==> src/design/gray_mirror_line_stream_defines.svh <==
// Assertion macros for the gray mirror line stream block.
// Define NO_ASSERTIONS to compile them away; needs clk and rst_n in scope.
`ifndef GRAY_MIRROR_LINE_STREAM_DEFINES_SVH
`define GRAY_MIRROR_LINE_STREAM_DEFINES_SVH

`ifndef NO_ASSERTIONS
// Implication in the same cycle.
`define GMLS_ASSERT_SAME(lbl, ante, cons) \
  lbl: assert property (@(posedge clk) disable iff (!rst_n) (ante) |-> (cons)) \
    else $error("gmls: same-cycle check failed");
// Implication in the next cycle.
`define GMLS_ASSERT_NEXT(lbl, ante, cons) \
  lbl: assert property (@(posedge clk) disable iff (!rst_n) (ante) |=> (cons)) \
    else $error("gmls: next-cycle check failed");
`else
`define GMLS_ASSERT_SAME(lbl, ante, cons)
`define GMLS_ASSERT_NEXT(lbl, ante, cons)
`endif

`endif

==> src/design/gmls_pkg.sv <==
// Shared types and constants for the gray mirror line stream block.
// No dependencies.
package gmls_pkg;

  localparam int MAX_WIDTH_DEF = 1024;
  localparam int ROW_WIDTH_W   = 11;
  localparam logic [ROW_WIDTH_W-1:0] ROW_WIDTH_RESET = 11'd1024;
  localparam int GRAY_W        = 8;
  localparam int QUEUE_DEPTH   = 4;

  // Weights in thousandths; the weighted sum stays below 2**18
  localparam int SUM_W   = 18;
  localparam int W_RED   = 210;
  localparam int W_GREEN = 720;
  localparam int W_BLUE  = 70;

  // Divide by 1000 as multiply by ceil(2**26 / 1000) and shift; exact for sums up to 255000
  localparam int RECIP_W     = 17;
  localparam int RECIP_SHIFT = 26;
  localparam logic [RECIP_W-1:0] RECIP_1000 = 17'd67109;

  localparam logic FUNC_PIXEL = 1'b0;
  localparam logic FUNC_DRAIN = 1'b1;

  typedef struct packed {
    logic       func;
    logic [7:0] blue;
    logic [7:0] green;
    logic [7:0] red;
  } in_item_t;

  typedef struct packed {
    logic [GRAY_W-1:0] gray;
    logic              row_end;
  } out_item_t;

  // What the back end does for one command
  typedef struct packed {
    logic rd;
    logic wr;
    logic last;
  } cmd_flags_t;

  localparam int FLAGS_W = $bits(cmd_flags_t);

endpackage

==> src/design/gmls_queue.sv <==
// Short command queue between the front and back ends.
// Depends on gmls_pkg for the default depth.
module gmls_queue #(
  parameter int WIDTH = 8,
  parameter int DEPTH = gmls_pkg::QUEUE_DEPTH,
  localparam int PW   = $clog2(DEPTH),
  localparam int CNTW = $clog2(DEPTH + 1)
) (
  input  logic             clk,
  input  logic             rst_n,
  input  logic             push,
  input  logic [WIDTH-1:0] wdata,
  input  logic             pop,
  output logic [WIDTH-1:0] rdata,
  output logic             full,
  output logic             empty
);

  logic [WIDTH-1:0] slot_r [DEPTH];
  logic [PW-1:0]    wptr_r, wptr_nxt, rptr_r, rptr_nxt;
  logic [CNTW-1:0]  cnt_r, cnt_nxt;

  always_comb begin
    wptr_nxt = wptr_r;
    rptr_nxt = rptr_r;
    cnt_nxt  = cnt_r;
    if (push) begin
      wptr_nxt = (wptr_r == PW'(DEPTH - 1)) ? '0 : wptr_r + PW'(1);
    end
    if (pop) begin
      rptr_nxt = (rptr_r == PW'(DEPTH - 1)) ? '0 : rptr_r + PW'(1);
    end
    if (push && !pop) begin
      cnt_nxt = cnt_r + CNTW'(1);
    end else if (pop && !push) begin
      cnt_nxt = cnt_r - CNTW'(1);
    end
  end

  always_ff @(posedge clk) begin
    if (!rst_n) begin
      wptr_r <= '0;
      rptr_r <= '0;
      cnt_r  <= '0;
    end else begin
      wptr_r <= wptr_nxt;
      rptr_r <= rptr_nxt;
      cnt_r  <= cnt_nxt;
    end
  end

  always_ff @(posedge clk) begin
    if (push) begin
      slot_r[wptr_r] <= wdata;
    end
  end

  assign rdata = slot_r[rptr_r];
  assign full  = (cnt_r == CNTW'(DEPTH));
  assign empty = (cnt_r == '0);

endmodule

==> config.mk <==
export PLATFORM = sky130hd
export DESIGN_NAME = gmls_queue
export DESIGN_NICKNAME = d
export VERILOG_FILES = /design/src/design/gray_mirror_line_stream_defines.svh /design/src/design/gmls_pkg.sv /design/src/design/gmls_queue.sv
export SDC_FILE = /design/constraint.sdc
export NUM_CORES = 1
export LEC_CHECK = 0
export BUFFER_PORTS_ARGS = -buffer_cell sky130_fd_sc_hd__buf_2
export CAP_MARGIN = 20
export CORE_ASPECT_RATIO = 1.75
export CORE_MARGIN = 2
export CORE_UTILIZATION = 40
export CTS_BUF_LIST = sky130_fd_sc_hd__clkbuf_8
export CTS_CLUSTER_DIAMETER = 200
export DETAILED_ROUTE_END_ITERATION = 6
export PLACE_DENSITY = 0.56
export SLEW_MARGIN = 20
export SYNTH_ARGS = -nofsm -noshare
export SYNTH_HDL_FRONTEND = slang
export SYNTH_SLANG_ARGS = --single-unit
==> constraint.sdc <==
create_clock -name clk -period 2.1 [get_ports clk]
set_input_delay 0.105 -clock clk [delete_from_list [all_inputs] [get_ports clk]]
set_output_delay 0.105 -clock clk [all_outputs]
set_load 0.02 [all_outputs]
==> results.toml <==
[run_status]
status = "finished clean"

[drt]
wirelength_um = 2341
vias = 784
viasPerCell = 4.870
drcViolationCount = 0
drt-wirelength-per-cell_um = 14.54
dr.pass1.iters = 4
dr.first_iter.drc_count = 8
antenna_left = 0

[timing]
final-hold-violation-count = 0
finalSetupViolations = 0
drv_slew = 0
finalCritPeriodShare = 0.8597
fin_tns_setup_ps = 0
max_freq_ghz = 0.5539
fin_skew_ps = 5.003
max_slew_margin = 0.6419
rsz0062_at_grt = "false"
timing.final.crit_period_ps = 1805
tightestPinTransition_ps = 536.5
setup_slack_ps = 294.6

[synth]
synth.avg_cell_area_um2 = 18.78
synth-seq-cells = 41
synthCells = 86
yosysWarnings = 0
synth_area_um2 = 1615
synth_nets = 105
yosysSeqAreaShare = 0.7064
synth_cell_types = 20

[layout]
utilization = 0.4848
areaGrowthSynthToFinish_pct = 16.03
final_common_cell = "edfxtp_1"
antennaDiodeCount = 0
layout-drive-gt1-share = 0.3186
nets = 131
layout_common_cells = "edfxtp_1, buf_2, dfxtp_1"
n_fill_cell = 344

[die]
num_rows = 30
die_h_um = 88.07
dieArea_um2 = 4582
die_w_um = 52.04
initial_core_util = 0.4178
pin_count = 22
core-area_um2 = 3866

[worst_setup_path]
cp.depth = 2
critPathMaxStageDelay_ps = 660
arrival_ps = 1700
crit_type = "reg -> out"
worst-path-max-fanout = 8
critPathTopFamily = "flip-flops"
worstPathRequired_ps = 2000
crit_buf_inv = 1
reg2regPathDepth = 4
end_kind = "primary output"
r2r_slack_ps = 630
crit_path_top_delay_cell = "dfxtp_1"
startpoint_type = "flop"
worstPathCellList = "mux4_2 > buf_2"

[place]
place_ws_ps = 515.1
gp_congestion = 0.6100
dp_hpwl_um = 1692
io_buffers = 21

[pwr]
ir_drop_uv = 585.0
leakagePower_nw = 0.6838
p_per_area_nw_per_um2 = 938.8

[global_routing]
met3_usage = 0.04096
grt_use_total = 0.1245
grt_pass1_vias = 830
grt_max_degree = 14
grtUsageMet2 = 0.2129
overflow = 0
grt_pass1_wl_um = 3877
grt_use_met1 = 0.1230
antenna_found_initial = 0
grt_busiest_layer = "met2"

[clock_network]
htreeDepth = 2
clkLatencyLatePin_ps = 290
holdBufCountCts = 0
cts.clk_slew.worst_paths_ps = 70
cts_setup_buffers = 0
cts_resized = 0
cts_buffers = 5
cts_tree = "yes"
clockBufferDepth = 2
clock_sinks = 41
root_buffer = "clkbuf_8"

[worst_hold_path]
whs_path_depth = 1
hold_class = "in -> reg"

[run]
maxCapViolCount = 0
## cell usage after synthesis, drive strengths merged
library cell  instances  share of area
edfxtp               32           0.59
dfxtp                 9           0.11
mux4                  8           0.11
ha                    6          0.046
and2                  5          0.019
nor2b                 5          0.019
inv                   4         0.0093
mux2i                 4          0.025
nor3                  2         0.0062
a21boi                1         0.0046
buf                   1         0.0070
clkbuf                1         0.0031
fa                    1          0.012
nor2                  1         0.0023
nor3b                 1         0.0046
o21a                  1         0.0046
o21ai                 1         0.0031
or3                   1         0.0039
xnor2                 1         0.0054
xor2                  1         0.0054
## cell type report
cell class	instances	area, µm²	area share
clock buffer	5	68.82	0.03672
clock inverter	3	41.29	0.02203
inverter	4	15.01	0.008011
multi-input combinational	39	442.9	0.2363
sequential	41	1141	0.6088
tap	48	60.06	0.03204
timing repair buffer	21	105.1	0.05607
## where the power goes
| part | switching, W | leakage (nW) | internal [W] |
|---|---|---|---|
| combinational | 0.000108 | 0.264 | 0.0000944 |
| clock | 0.000251 | 0.0518 | 0.000349 |
| sequential | 0.0000344 | 0.368 | 0.000923 |
| total | 0.000393 | 0.684 | 0.00137 |
## flip-flops by register name, indices dropped and copies added (netlist names), named ones only
| name | cells |
|---|---|
| wptr_r | 2 |
| slot_r | 32 |
| rptr_r | 2 |
| cnt_r | 3 |
## layer usage
| layer | vias up | routed length, µm |
|---|---|---|
| li1 | 373 | - |
| met1 | 385 | 870 |
| met2 | 19 | 1268 |
| met3 | 7 | 122 |
| met4 | 0 | 78 |
| met5 | - | 0 |
## worst reg2reg max path, delay by kind of cell, from the launching register on
family | cells | cell delay, ps
fa+ha+maj | 1 | 440
compound gates | 1 | 140
flops | 1 | 360
xor+xnor | 1 | 160
simple gates | 1 | 310
## kinds of logic after synthesis
kind of cell	synth area share
compound gates	0.01239
xor+xnor	0.01085
fa+ha+maj	0.05887
buf+inv	0.01936
flops	0.7064
mux	0.1363
simple gates	0.05577
## worst paths after layout
kind | start | to
hold reg to reg | cnt_r[2] | cnt_r[2]
setup / recovery | flop | rdata[2]
hold / removal | wdata[5] | slot_r[0][5]
setup reg to reg | cnt_r[0] | cnt_r[2]
## metrics by stage
stage / hold WS (ps) / std cells / area (µm²) / power [W]
2_1_floorplan: 203.9 / 86 / 1615 / 0.001113
3_5_place_dp: 322.2 / 153 / 1764 / 0.001184
5_1_grt: 22.06 / 161 / 1874 / 0.001839
6_report: 32.45 / 161 / 1874 / 0.001760
3_3_place_gp: 315.2 / 153 / 1764 / 0.001174
4_1_cts: 14.39 / 161 / 1874 / 0.001787
Note: power is estimated with default switching activity, not from simulation.
