`src/design/gray_mirror_line_stream_defines.svh`:
```
// Assertion macros for the gray mirror line stream block.
// Define NO_ASSERTIONS to compile them away; needs clk and rst_n in scope.
`ifndef GRAY_MIRROR_LINE_STREAM_DEFINES_SVH
`define GRAY_MIRROR_LINE_STREAM_DEFINES_SVH

`ifndef NO_ASSERTIONS
// Implication in the same cycle.
`define GMLS_ASSERT_SAME(lbl, ante, cons) \
  lbl: assert property (@(posedge clk) disable iff (!rst_n) (ante) |-> (cons)) \
    else $error("gmls: same-cycle check failed");
// Implication in the next cycle.
`define GMLS_ASSERT_NEXT(lbl, ante, cons) \
  lbl: assert property (@(posedge clk) disable iff (!rst_n) (ante) |=> (cons)) \
    else $error("gmls: next-cycle check failed");
`else
`define GMLS_ASSERT_SAME(lbl, ante, cons)
`define GMLS_ASSERT_NEXT(lbl, ante, cons)
`endif

`endif

```
`src/design/gmls_pkg.sv`:
```
// Shared types and constants for the gray mirror line stream block.
// No dependencies.
package gmls_pkg;

  localparam int MAX_WIDTH_DEF = 1024;
  localparam int ROW_WIDTH_W   = 11;
  localparam logic [ROW_WIDTH_W-1:0] ROW_WIDTH_RESET = 11'd1024;
  localparam int GRAY_W        = 8;
  localparam int QUEUE_DEPTH   = 4;

  // Weights in thousandths; the weighted sum stays below 2**18
  localparam int SUM_W   = 18;
  localparam int W_RED   = 210;
  localparam int W_GREEN = 720;
  localparam int W_BLUE  = 70;

  // Divide by 1000 as multiply by ceil(2**26 / 1000) and shift; exact for sums up to 255000
  localparam int RECIP_W     = 17;
  localparam int RECIP_SHIFT = 26;
  localparam logic [RECIP_W-1:0] RECIP_1000 = 17'd67109;

  localparam logic FUNC_PIXEL = 1'b0;
  localparam logic FUNC_DRAIN = 1'b1;

  typedef struct packed {
    logic       func;
    logic [7:0] blue;
    logic [7:0] green;
    logic [7:0] red;
  } in_item_t;

  typedef struct packed {
    logic [GRAY_W-1:0] gray;
    logic              row_end;
  } out_item_t;

  // What the back end does for one command
  typedef struct packed {
    logic rd;
    logic wr;
    logic last;
  } cmd_flags_t;

  localparam int FLAGS_W = $bits(cmd_flags_t);

endpackage

```
`src/design/gmls_front.sv`:
```
// Front end: accepts items, keeps row and bank bookkeeping, computes gray.
// Depends on gmls_pkg; feeds gmls_queue with packed commands.
module gmls_front #(
  parameter int MAX_WIDTH = gmls_pkg::MAX_WIDTH_DEF,
  localparam int AW       = $clog2(2 * MAX_WIDTH),
  localparam int CMD_W    = gmls_pkg::FLAGS_W + 2 * AW + gmls_pkg::GRAY_W
) (
  input  logic                             clk,
  input  logic                             rst_n,
  input  logic                             cfg_we,
  input  logic [gmls_pkg::ROW_WIDTH_W-1:0] cfg_wdata,
  input  logic                             in_valid,
  output logic                             in_stall,
  input  gmls_pkg::in_item_t               in_item,
  output logic                             cmd_push,
  output logic [CMD_W-1:0]                 cmd_data,
  input  logic                             q_full
);

  localparam int CW    = $clog2(MAX_WIDTH);
  localparam int LW    = $clog2(MAX_WIDTH + 1);
  localparam int CMPW  = (LW > gmls_pkg::ROW_WIDTH_W) ? LW : gmls_pkg::ROW_WIDTH_W;
  localparam int SW    = gmls_pkg::SUM_W;
  localparam int PRODW = gmls_pkg::SUM_W + gmls_pkg::RECIP_W;
  localparam int GW    = gmls_pkg::GRAY_W;

  logic [gmls_pkg::ROW_WIDTH_W-1:0] row_width_r;
  logic [CW-1:0] wcol_r, wcol_nxt;
  logic [CW-1:0] rpos_r, rpos_nxt;
  logic [LW-1:0] plen_r, plen_nxt;
  logic          bank_r, bank_nxt;
  logic          pend_r, pend_nxt;

  logic            adv, accept, is_pix, row_done;
  logic [CMPW-1:0] rw_ext, w_eff, col_inc;
  logic [CW-1:0]   rd_col;
  logic [AW-1:0]   rd_addr, wr_addr;
  logic [SW-1:0]   sum;
  gmls_pkg::cmd_flags_t flags;

  // Stage A: weighted sum
  logic                 a_valid_r;
  gmls_pkg::cmd_flags_t a_flags_r;
  logic [AW-1:0]        a_rd_addr_r, a_wr_addr_r;
  logic [SW-1:0]        a_sum_r;
  // Stage B: scaled gray
  logic                 b_valid_r;
  gmls_pkg::cmd_flags_t b_flags_r;
  logic [AW-1:0]        b_rd_addr_r, b_wr_addr_r;
  logic [GW-1:0]        b_gray_r;
  logic [PRODW-1:0]     prod;

  assign adv      = !(b_valid_r && q_full);
  assign in_stall = !adv;
  assign accept   = in_valid && adv;
  assign is_pix   = (in_item.func == gmls_pkg::FUNC_PIXEL);

  // Clamp the configured width to 1..MAX_WIDTH
  assign rw_ext = CMPW'(row_width_r);
  always_comb begin
    if (rw_ext == '0) begin
      w_eff = CMPW'(1);
    end else if (rw_ext > CMPW'(MAX_WIDTH)) begin
      w_eff = CMPW'(MAX_WIDTH);
    end else begin
      w_eff = rw_ext;
    end
  end

  assign col_inc  = CMPW'(wcol_r) + CMPW'(1);
  assign row_done = (col_inc >= w_eff);

  // Read the finished row from its last column backwards
  assign rd_col  = CW'(plen_r - LW'(1) - LW'(rpos_r));
  assign rd_addr = bank_r ? AW'(rd_col) : AW'(MAX_WIDTH) + AW'(rd_col);
  assign wr_addr = bank_r ? AW'(MAX_WIDTH) + AW'(wcol_r) : AW'(wcol_r);

  always_comb begin
    flags.rd   = pend_r;
    flags.wr   = is_pix;
    flags.last = ((LW'(rpos_r) + LW'(1)) == plen_r);
  end

  always_comb begin
    wcol_nxt = wcol_r;
    rpos_nxt = rpos_r;
    plen_nxt = plen_r;
    bank_nxt = bank_r;
    pend_nxt = pend_r;
    if (accept) begin
      if (pend_r) begin
        if (flags.last) begin
          pend_nxt = 1'b0;
          rpos_nxt = '0;
        end else begin
          rpos_nxt = rpos_r + CW'(1);
        end
      end
      if (is_pix) begin
        if (row_done) begin
          // A fresh row drops whatever of the old one is still unread
          plen_nxt = LW'(col_inc);
          pend_nxt = 1'b1;
          rpos_nxt = '0;
          bank_nxt = !bank_r;
          wcol_nxt = '0;
        end else begin
          wcol_nxt = CW'(col_inc);
        end
      end
    end
  end

  always_ff @(posedge clk) begin
    if (!rst_n) begin
      row_width_r <= gmls_pkg::ROW_WIDTH_RESET;
      wcol_r      <= '0;
      rpos_r      <= '0;
      plen_r      <= '0;
      bank_r      <= 1'b0;
      pend_r      <= 1'b0;
    end else begin
      if (cfg_we) begin
        row_width_r <= cfg_wdata;
      end
      wcol_r <= wcol_nxt;
      rpos_r <= rpos_nxt;
      plen_r <= plen_nxt;
      bank_r <= bank_nxt;
      pend_r <= pend_nxt;
    end
  end

  assign sum = SW'(gmls_pkg::W_RED)   * SW'(in_item.red)
             + SW'(gmls_pkg::W_GREEN) * SW'(in_item.green)
             + SW'(gmls_pkg::W_BLUE)  * SW'(in_item.blue);

  assign prod = PRODW'(a_sum_r) * PRODW'(gmls_pkg::RECIP_1000);

  always_ff @(posedge clk) begin
    if (!rst_n) begin
      a_valid_r <= 1'b0;
      b_valid_r <= 1'b0;
    end else if (adv) begin
      // Drop drains that neither read nor write
      a_valid_r <= accept && (flags.rd || flags.wr);
      b_valid_r <= a_valid_r;
    end
  end

  always_ff @(posedge clk) begin
    if (adv) begin
      a_flags_r   <= flags;
      a_rd_addr_r <= rd_addr;
      a_wr_addr_r <= wr_addr;
      a_sum_r     <= sum;
      b_flags_r   <= a_flags_r;
      b_rd_addr_r <= a_rd_addr_r;
      b_wr_addr_r <= a_wr_addr_r;
      b_gray_r    <= prod[gmls_pkg::RECIP_SHIFT +: GW];
    end
  end

  assign cmd_push = b_valid_r && !q_full;
  assign cmd_data = {b_flags_r, b_rd_addr_r, b_wr_addr_r, b_gray_r};

endmodule

```
`config.mk`:
```
export PLATFORM = sky130hd
export DESIGN_NAME = gmls_front
export DESIGN_NICKNAME = d
export VERILOG_FILES = /design/src/design/gray_mirror_line_stream_defines.svh /design/src/design/gmls_pkg.sv /design/src/design/gmls_front.sv
export SDC_FILE = /design/constraint.sdc
export NUM_CORES = 1
export LEC_CHECK = 0
export BUFFER_PORTS_ARGS = -buffer_cell sky130_fd_sc_hd__buf_2
export CAP_MARGIN = 15
export CORE_ASPECT_RATIO = 0.8
export CORE_UTILIZATION = 28
export DETAILED_ROUTE_END_ITERATION = 6
export PLACE_DENSITY = 0.42
export SETUP_SLACK_MARGIN = 0.15
export SLEW_MARGIN = 20
export SYNTH_ARGS = -nofsm -noshare
export SYNTH_HDL_FRONTEND = slang
export SYNTH_SLANG_ARGS = --single-unit
```
`constraint.sdc`:
```
create_clock -name clk -period 7.5 [get_ports clk]
set_input_delay 1.5 -clock clk [delete_from_list [all_inputs] [get_ports clk]]
set_output_delay 1.5 -clock clk [all_outputs]
set_load 0.01 [all_outputs]
```
==> impl_metrics.env, run 1 <==
export IMPL_cts_made_buffers=17
export IMPL_synth_cell_types=67
export IMPL_worstPathMaxFanout=4
export IMPL_reg2reg_to="b_gray_r[3]"
export IMPL_first_global_vias=8492
export IMPL_synth_yosys_warnings=0
export IMPL_stdcell_area_um2=13700
export IMPL_ios=76
export IMPL_ant_nets=0
export IMPL_slew_violations=0
export IMPL_htreeDepth=4
export IMPL_drive_gt1_share_pct=9.82
export IMPL_synth_edf_count=75
export IMPL_status="finished clean"
export IMPL_max_freq_mhz=157
export IMPL_synthArstFlopShare_pct=0
export IMPL_insertion_delay_ns=0.41
export IMPL_yosysSeqAreaShare_pct=26.1
export IMPL_cp_required_ns=7.66
export IMPL_portBuffers=75
export IMPL_cts_sinks=121
export IMPL_syn_inst=1196
export IMPL_path_class="in2reg"
export IMPL_grt_max_degree=80
export IMPL_postSynthAreaPerCell_um2=10.1
export IMPL_placed_area_um2=13100
export IMPL_drc_errors=0
export IMPL_holdPathStages=0
export IMPL_globalRoute_totalOverflow=0
export IMPL_hold_end="b_wr_addr_r[1]"
export IMPL_synth_most_common_cell="ha_1"
export IMPL_holdWs_ns=0.414
export IMPL_reg2reg_depth=16
export IMPL_globalRouteTotalUtil_pct=12.9
export IMPL_r2r_start="a_sum_r[7]"
export IMPL_dieArea_um2=44200
export IMPL_ctsResizeCount=0
export IMPL_hpwlAfterDp_mm=22.2
export IMPL_fin_crit_ns=6.37
export IMPL_fin_crit_sh_pct=84.9
export IMPL_drv_cap=0
export IMPL_hold_viol=0
export IMPL_syn2layout_area_growth_pct=13.1
export IMPL_fin_setup_tns_ns=0
export IMPL_rows=67
export IMPL_ys_ff_latch=121
export IMPL_rsz0062_at_grt="no"
export IMPL_slew_headroom_pct=46.9
export IMPL_worstHoldStart="a_wr_addr_r[1]"
export IMPL_synth_area_leaders="ha_1, edfxtp_1, fa_1"
export IMPL_root_buffer="clkbuf_16"
export IMPL_antenna_diode_count=0
export IMPL_final_nets=1663
export IMPL_start_util_pct=28.7
export IMPL_antenna_found_initial=0
export IMPL_post_cts_buffers=0
export IMPL_fin_skew_ns=0.0140
export IMPL_hold_class="reg2reg"
export IMPL_synth_top_flop_cell="edfxtp_1"
export IMPL_routed_wl_mm=26.9
export IMPL_core_area_um2=42300
export IMPL_grt_pass1_wl_mm=45.2
export IMPL_vias_per_cell=4.51
export IMPL_tightest_slew_ns=0.789
export IMPL_vias=8316
export IMPL_critPathCaptureType="register"
export IMPL_ff2ff_setup_slack_ns=2.02
export IMPL_startpoint="in_item[1]"
export IMPL_setup_violations=0
export IMPL_clk_transition_reported_paths_ns=0.07
export IMPL_synth_nets=1579
export IMPL_ys_top_cells_by_count="ha_1, inv_1, edfxtp_1, fa_1, nor2_1"
export IMPL_die_w_um=235
export IMPL_synthesis_area_um2=12100
export IMPL_hold_buffers=0
export IMPL_cts_max_path_buffers=2
export IMPL_cp_start_kind="input pin"
export IMPL_synth_top_area_cell="ha_1"
export IMPL_nFillCells=4388
export IMPL_cts_tree="done"
export IMPL_wl_per_cell_um=14.6
export IMPL_die_h_um=188
export IMPL_worstPathArrival_ns=6.52
export IMPL_synth_top_area_share_pct=27.5
export IMPL_gp_congestion=0.800
export IMPL_dr_pass1_iters=4
export IMPL_drtIter0Drc=357
registers in the layout (all words and copies together), names as in the netlist:
name	cells
a_rd_addr_r	11
a_valid_r	1
cmd_data	3
b_valid_r	1
bank_r	1
wcol_r	10
plen_r	11
a_wr_addr_r	11
row_width_r	11
b_gray_r	8
rpos_r	10
pend_r	1
a_flags_r	3
b_rd_addr_r	11
a_sum_r	17
b_wr_addr_r	11
cells by family (layout without fill, tap and decap cells):
| logic type | Yosys count | count (layout) | share of synthesized area (%) |
|---|---|---|---|
| AO/OA/AOI/OAI | 152 | 152 | 8.75 |
| multiplexers | 23 | 23 | 1.91 |
| adder cells (fa/ha/maj) | 342 | 342 | 39.9 |
| buffers and inverters | 245 | 342 | 7.90 |
| AND/OR/NAND/NOR | 232 | 232 | 9.48 |
| flip-flops | 121 | 121 | 26.1 |
| XOR/XNOR | 81 | 81 | 5.91 |
worst max-delay path, cell delays in order:
cell      delay, ns
buf_2          0.13
ha_1           0.28
inv_1          0.05
fa_1           0.51
inv_1          0.04
ha_1           0.30
fa_1           0.47
ha_1           0.32
a21oi_1        0.23
o21bai_1       0.10
a21oi_1        0.22
xor2_1         0.13
fa_1           0.54
inv_1          0.04
ha_1           0.32
and3_1         0.24
and3_1         0.18
and3_1         0.19
nor4_1         0.32
nor3_1         0.14
a31oi_1        0.21
xnor2_1        0.08
stage by stage:
step	instances	setup slack (ns)	util [%]
2_1_floorplan	1196	1.25	-
3_3_place_gp	1813	0.761	31.0
3_5_place_dp	1813	0.724	31.0
4_1_cts	1845	1.15	32.4
5_1_grt	1845	0.811	32.4
6_report	1845	1.13	32.4
cell usage in the layout (no fill, tap or decap), types with 7 or more instances in the layout:
master / instances
ha_1: 267
inv_1: 233
fa_1: 75
edfxtp_1: 75
buf_2: 75
nor2_1: 64
nand2_1: 55
dfxtp_1: 46
xnor2_1: 42
a21oi_1: 39
xor2_1: 38
o21ai_0: 26
nor3_1: 22
mux2i_1: 22
a21o_1: 19
clkbuf_16: 17
nand3_1: 15
and3_1: 12
nor4_1: 11
a211oi_1: 9
nand4_1: 8
o21bai_1: 7
o211ai_1: 7
per-layer routing:
| metal | wire length (µm) | vias up | track usage (%) |
|---|---|---|---|
| met1 | 15300 | 3957 | 20.1 |
| met3 | 829 | 5 | 1.98 |
| met2 | 10800 | 77 | 18.6 |
| met4 | 95 | 0 | 2.51 |
| met5 | 0 | - | 0 |
| li1 | - | 4277 | - |
worst max-delay path by stage:
stage | end | cells after the start | slack, ns
after global placement | a_sum_r[17] | 22 | 0.76
final | a_sum_r[17] | 22 | 1.13
after detailed placement | a_sum_r[17] | 22 | 0.72
after global routing | a_sum_r[17] | 22 | 0.81
after floorplan | a_sum_r[13] | 19 | 1.25
after CTS | a_sum_r[17] | 22 | 1.15
final cells by class:
class / count / area (µm²) / area share (%)
Clock buffer: 17 / 425 / 3.10
Tap cell: 552 / 691 / 5.03
Inverter: 233 / 875 / 6.37
Clock inverter: 15 / 150 / 1.09
Timing Repair Buffer: 77 / 390 / 2.84
Multi-Input combinational cell: 830 / 8020 / 58.4
Sequential cell: 121 / 3170 / 23.1
Power of run 1 is not shown: default switching activity piles up to over one toggle a cycle in this logic, so the estimate is an artifact.
==> inputs of run 2 (changes only) <==
==> constraint.sdc (replaced) <==
create_clock -name clk -period 6.6 [get_ports clk]
set_input_delay 1.32 -clock clk [delete_from_list [all_inputs] [get_ports clk]]
set_output_delay 1.32 -clock clk [all_outputs]
set_load 0.01 [all_outputs]
==> impl_metrics.env, run 2 (synthesized netlist as in run 1, its figures left out) <==
export IMPL_stdcell_area_um2=13800
export IMPL_grt_max_degree=78
export IMPL_fin_skew_ns=0.0169
export IMPL_post_place_ws_ns=0.0887
export IMPL_nFillCells=4389
export IMPL_path_class="in2reg"
export IMPL_cp_slowest_cell="fa_1"
export IMPL_ant_nets=0
export IMPL_rows=67
export IMPL_vias=8368
export IMPL_dieArea_um2=44200
export IMPL_cts_sinks=121
export IMPL_die_w_um=235
export IMPL_grt_pass1_wl_mm=46.0
export IMPL_die_h_um=188
export IMPL_r2r_start="a_sum_r[8]"
export IMPL_antenna_found_initial=0
export IMPL_setup_violations=0
export IMPL_final_nets=1668
export IMPL_cp_start_kind="input pin"
export IMPL_hold_end="b_rd_addr_r[0]"
export IMPL_drive_gt1_share_pct=10.2
export IMPL_drc_errors=0
export IMPL_start_util_pct=28.7
export IMPL_worstHoldStart="a_rd_addr_r[0]"
export IMPL_rsz0062_at_grt="no"
export IMPL_htreeDepth=4
export IMPL_multi_input_area_um2=8020
export IMPL_first_global_vias=8678
export IMPL_cp_required_ns=6.77
export IMPL_largest_register_ffs=17
export IMPL_crit_top_cell="ha_1"
export IMPL_cts_tree="done"
export IMPL_hold_viol=0
export IMPL_ff2ff_setup_slack_ns=1.13
export IMPL_tightest_slew_ns=1.01
export IMPL_cp_cell_sequence="buf_2 > ha_1 > inv_1 > fa_1 > inv_1 > ha_1 > fa_1 > ha_1 > a21oi_1 > o21bai_1 > a21oi_2 > xor2_1 > fa_1 > inv_1 > ha_1 > and3_1 > and3_1 > and3_1 > nor4_1 > nor3_1 > a31oi_1 > xnor2_1"
export IMPL_reg2reg_to="b_gray_r[3]"
export IMPL_setup_ws_ns=0.590
export IMPL_globalRouteTotalUtil_pct=13.1
export IMPL_regMostFlops="a_sum_r"
export IMPL_globalRoute_totalOverflow=0
export IMPL_hold_buffers=0
export IMPL_drv_cap=0
export IMPL_root_buffer="clkbuf_16"
export IMPL_dr_pass1_iters=5
export IMPL_portBuffers=75
export IMPL_holdPathStages=0
export IMPL_status="finished clean"
export IMPL_insertion_delay_ns=0.42
export IMPL_fin_setup_tns_ns=0
export IMPL_wl_per_cell_um=14.7
export IMPL_clk_transition_reported_paths_ns=0.06
export IMPL_gp_congestion=0.796
export IMPL_fin_crit_sh_pct=91.1
export IMPL_cts_max_path_buffers=2
export IMPL_routed_wl_mm=27.3
export IMPL_syn2layout_area_growth_pct=13.6
export IMPL_mostFrequentLayoutCells="ha_1, inv_1, fa_1, edfxtp_1, buf_2"
export IMPL_max_freq_mhz=166
export IMPL_cts_made_buffers=17
export IMPL_slew_violations=0
export IMPL_placed_area_um2=13200
export IMPL_vias_per_cell=4.52
export IMPL_seq_area_um2=3170
export IMPL_final_common_cell="ha_1"
export IMPL_slew_headroom_pct=33.0
export IMPL_hold_class="reg2reg"
export IMPL_drtIter0Drc=506
export IMPL_worstPathMaxFanout=4
export IMPL_worstPathArrival_ns=6.18
export IMPL_reg2reg_depth=16
export IMPL_hpwlAfterDp_mm=22.2
export IMPL_fin_crit_ns=6.01
export IMPL_critPathCaptureType="register"
export IMPL_critPathMaxStageDelay_ns=0.54
export IMPL_core_area_um2=42300
export IMPL_ios=76
export IMPL_antenna_diode_count=0
==> run 2: cell type report <==
cell class	count	area share (%)
Sequential cell	121	23.0
Timing Repair Buffer	82	3.10
Clock buffer	17	3.09
Inverter	233	6.34
Clock inverter	15	1.28
Tap cell	552	5.01
Multi-Input combinational cell	830	58.2
==> run 2: repair_timing <==
| item | in CTS | in global routing |
|---|---|---|
| gates resized for setup | 0 | 2 |
| setup endpoints to repair | 0 | 1 |
| setup buffers | 0 | 0 |
==> run 2: stage by stage <==
step	cells	util, %	hold slack (ns)
global placement	1818	31.1	0.404
floorplan	1196	-	0.400
finish	1850	32.6	0.417
CTS	1850	32.6	0.419
global route	1850	32.6	0.421
detailed placement	1818	31.1	0.405
==> run 2: worst max path at each step <==
stage,startpoint,to,slack [ns],depth (start not counted)
2_1_floorplan,in_item[1],a_sum_r[13],0.53,19
3_3_place_gp,in_item[1],a_sum_r[17],0.07,22
5_1_grt,in_item[2],a_sum_r[17],0.21,22
4_1_cts,in_item[2],a_sum_r[17],0.50,22
6_report,in_item[2],a_sum_r[17],0.59,22
3_5_place_dp,in_item[2],a_sum_r[17],0.09,22
==> run 2: metal layers <==
layer | GRT usage [%] | up-vias | routed length (µm)
li1 | - | 4281 | -
met1 | 20.5 | 4008 | 15600
met2 | 18.7 | 68 | 10800
met3 | 2.40 | 11 | 762
met4 | 1.97 | 0 | 141
met5 | 0 | - | 0
==> run 2: worst max-delay path, delay by kind of cell <==
kind / cells / cell delay [ns]
AOI/OAI and AO/OA: 4 / 0.70
adders and majority gates: 7 / 2.69
and+or+nand+nor: 5 / 0.99
xor gates and xnor gates: 2 / 0.19
buffers and inverters: 4 / 0.27
Power of run 2 is left out for the same reason.
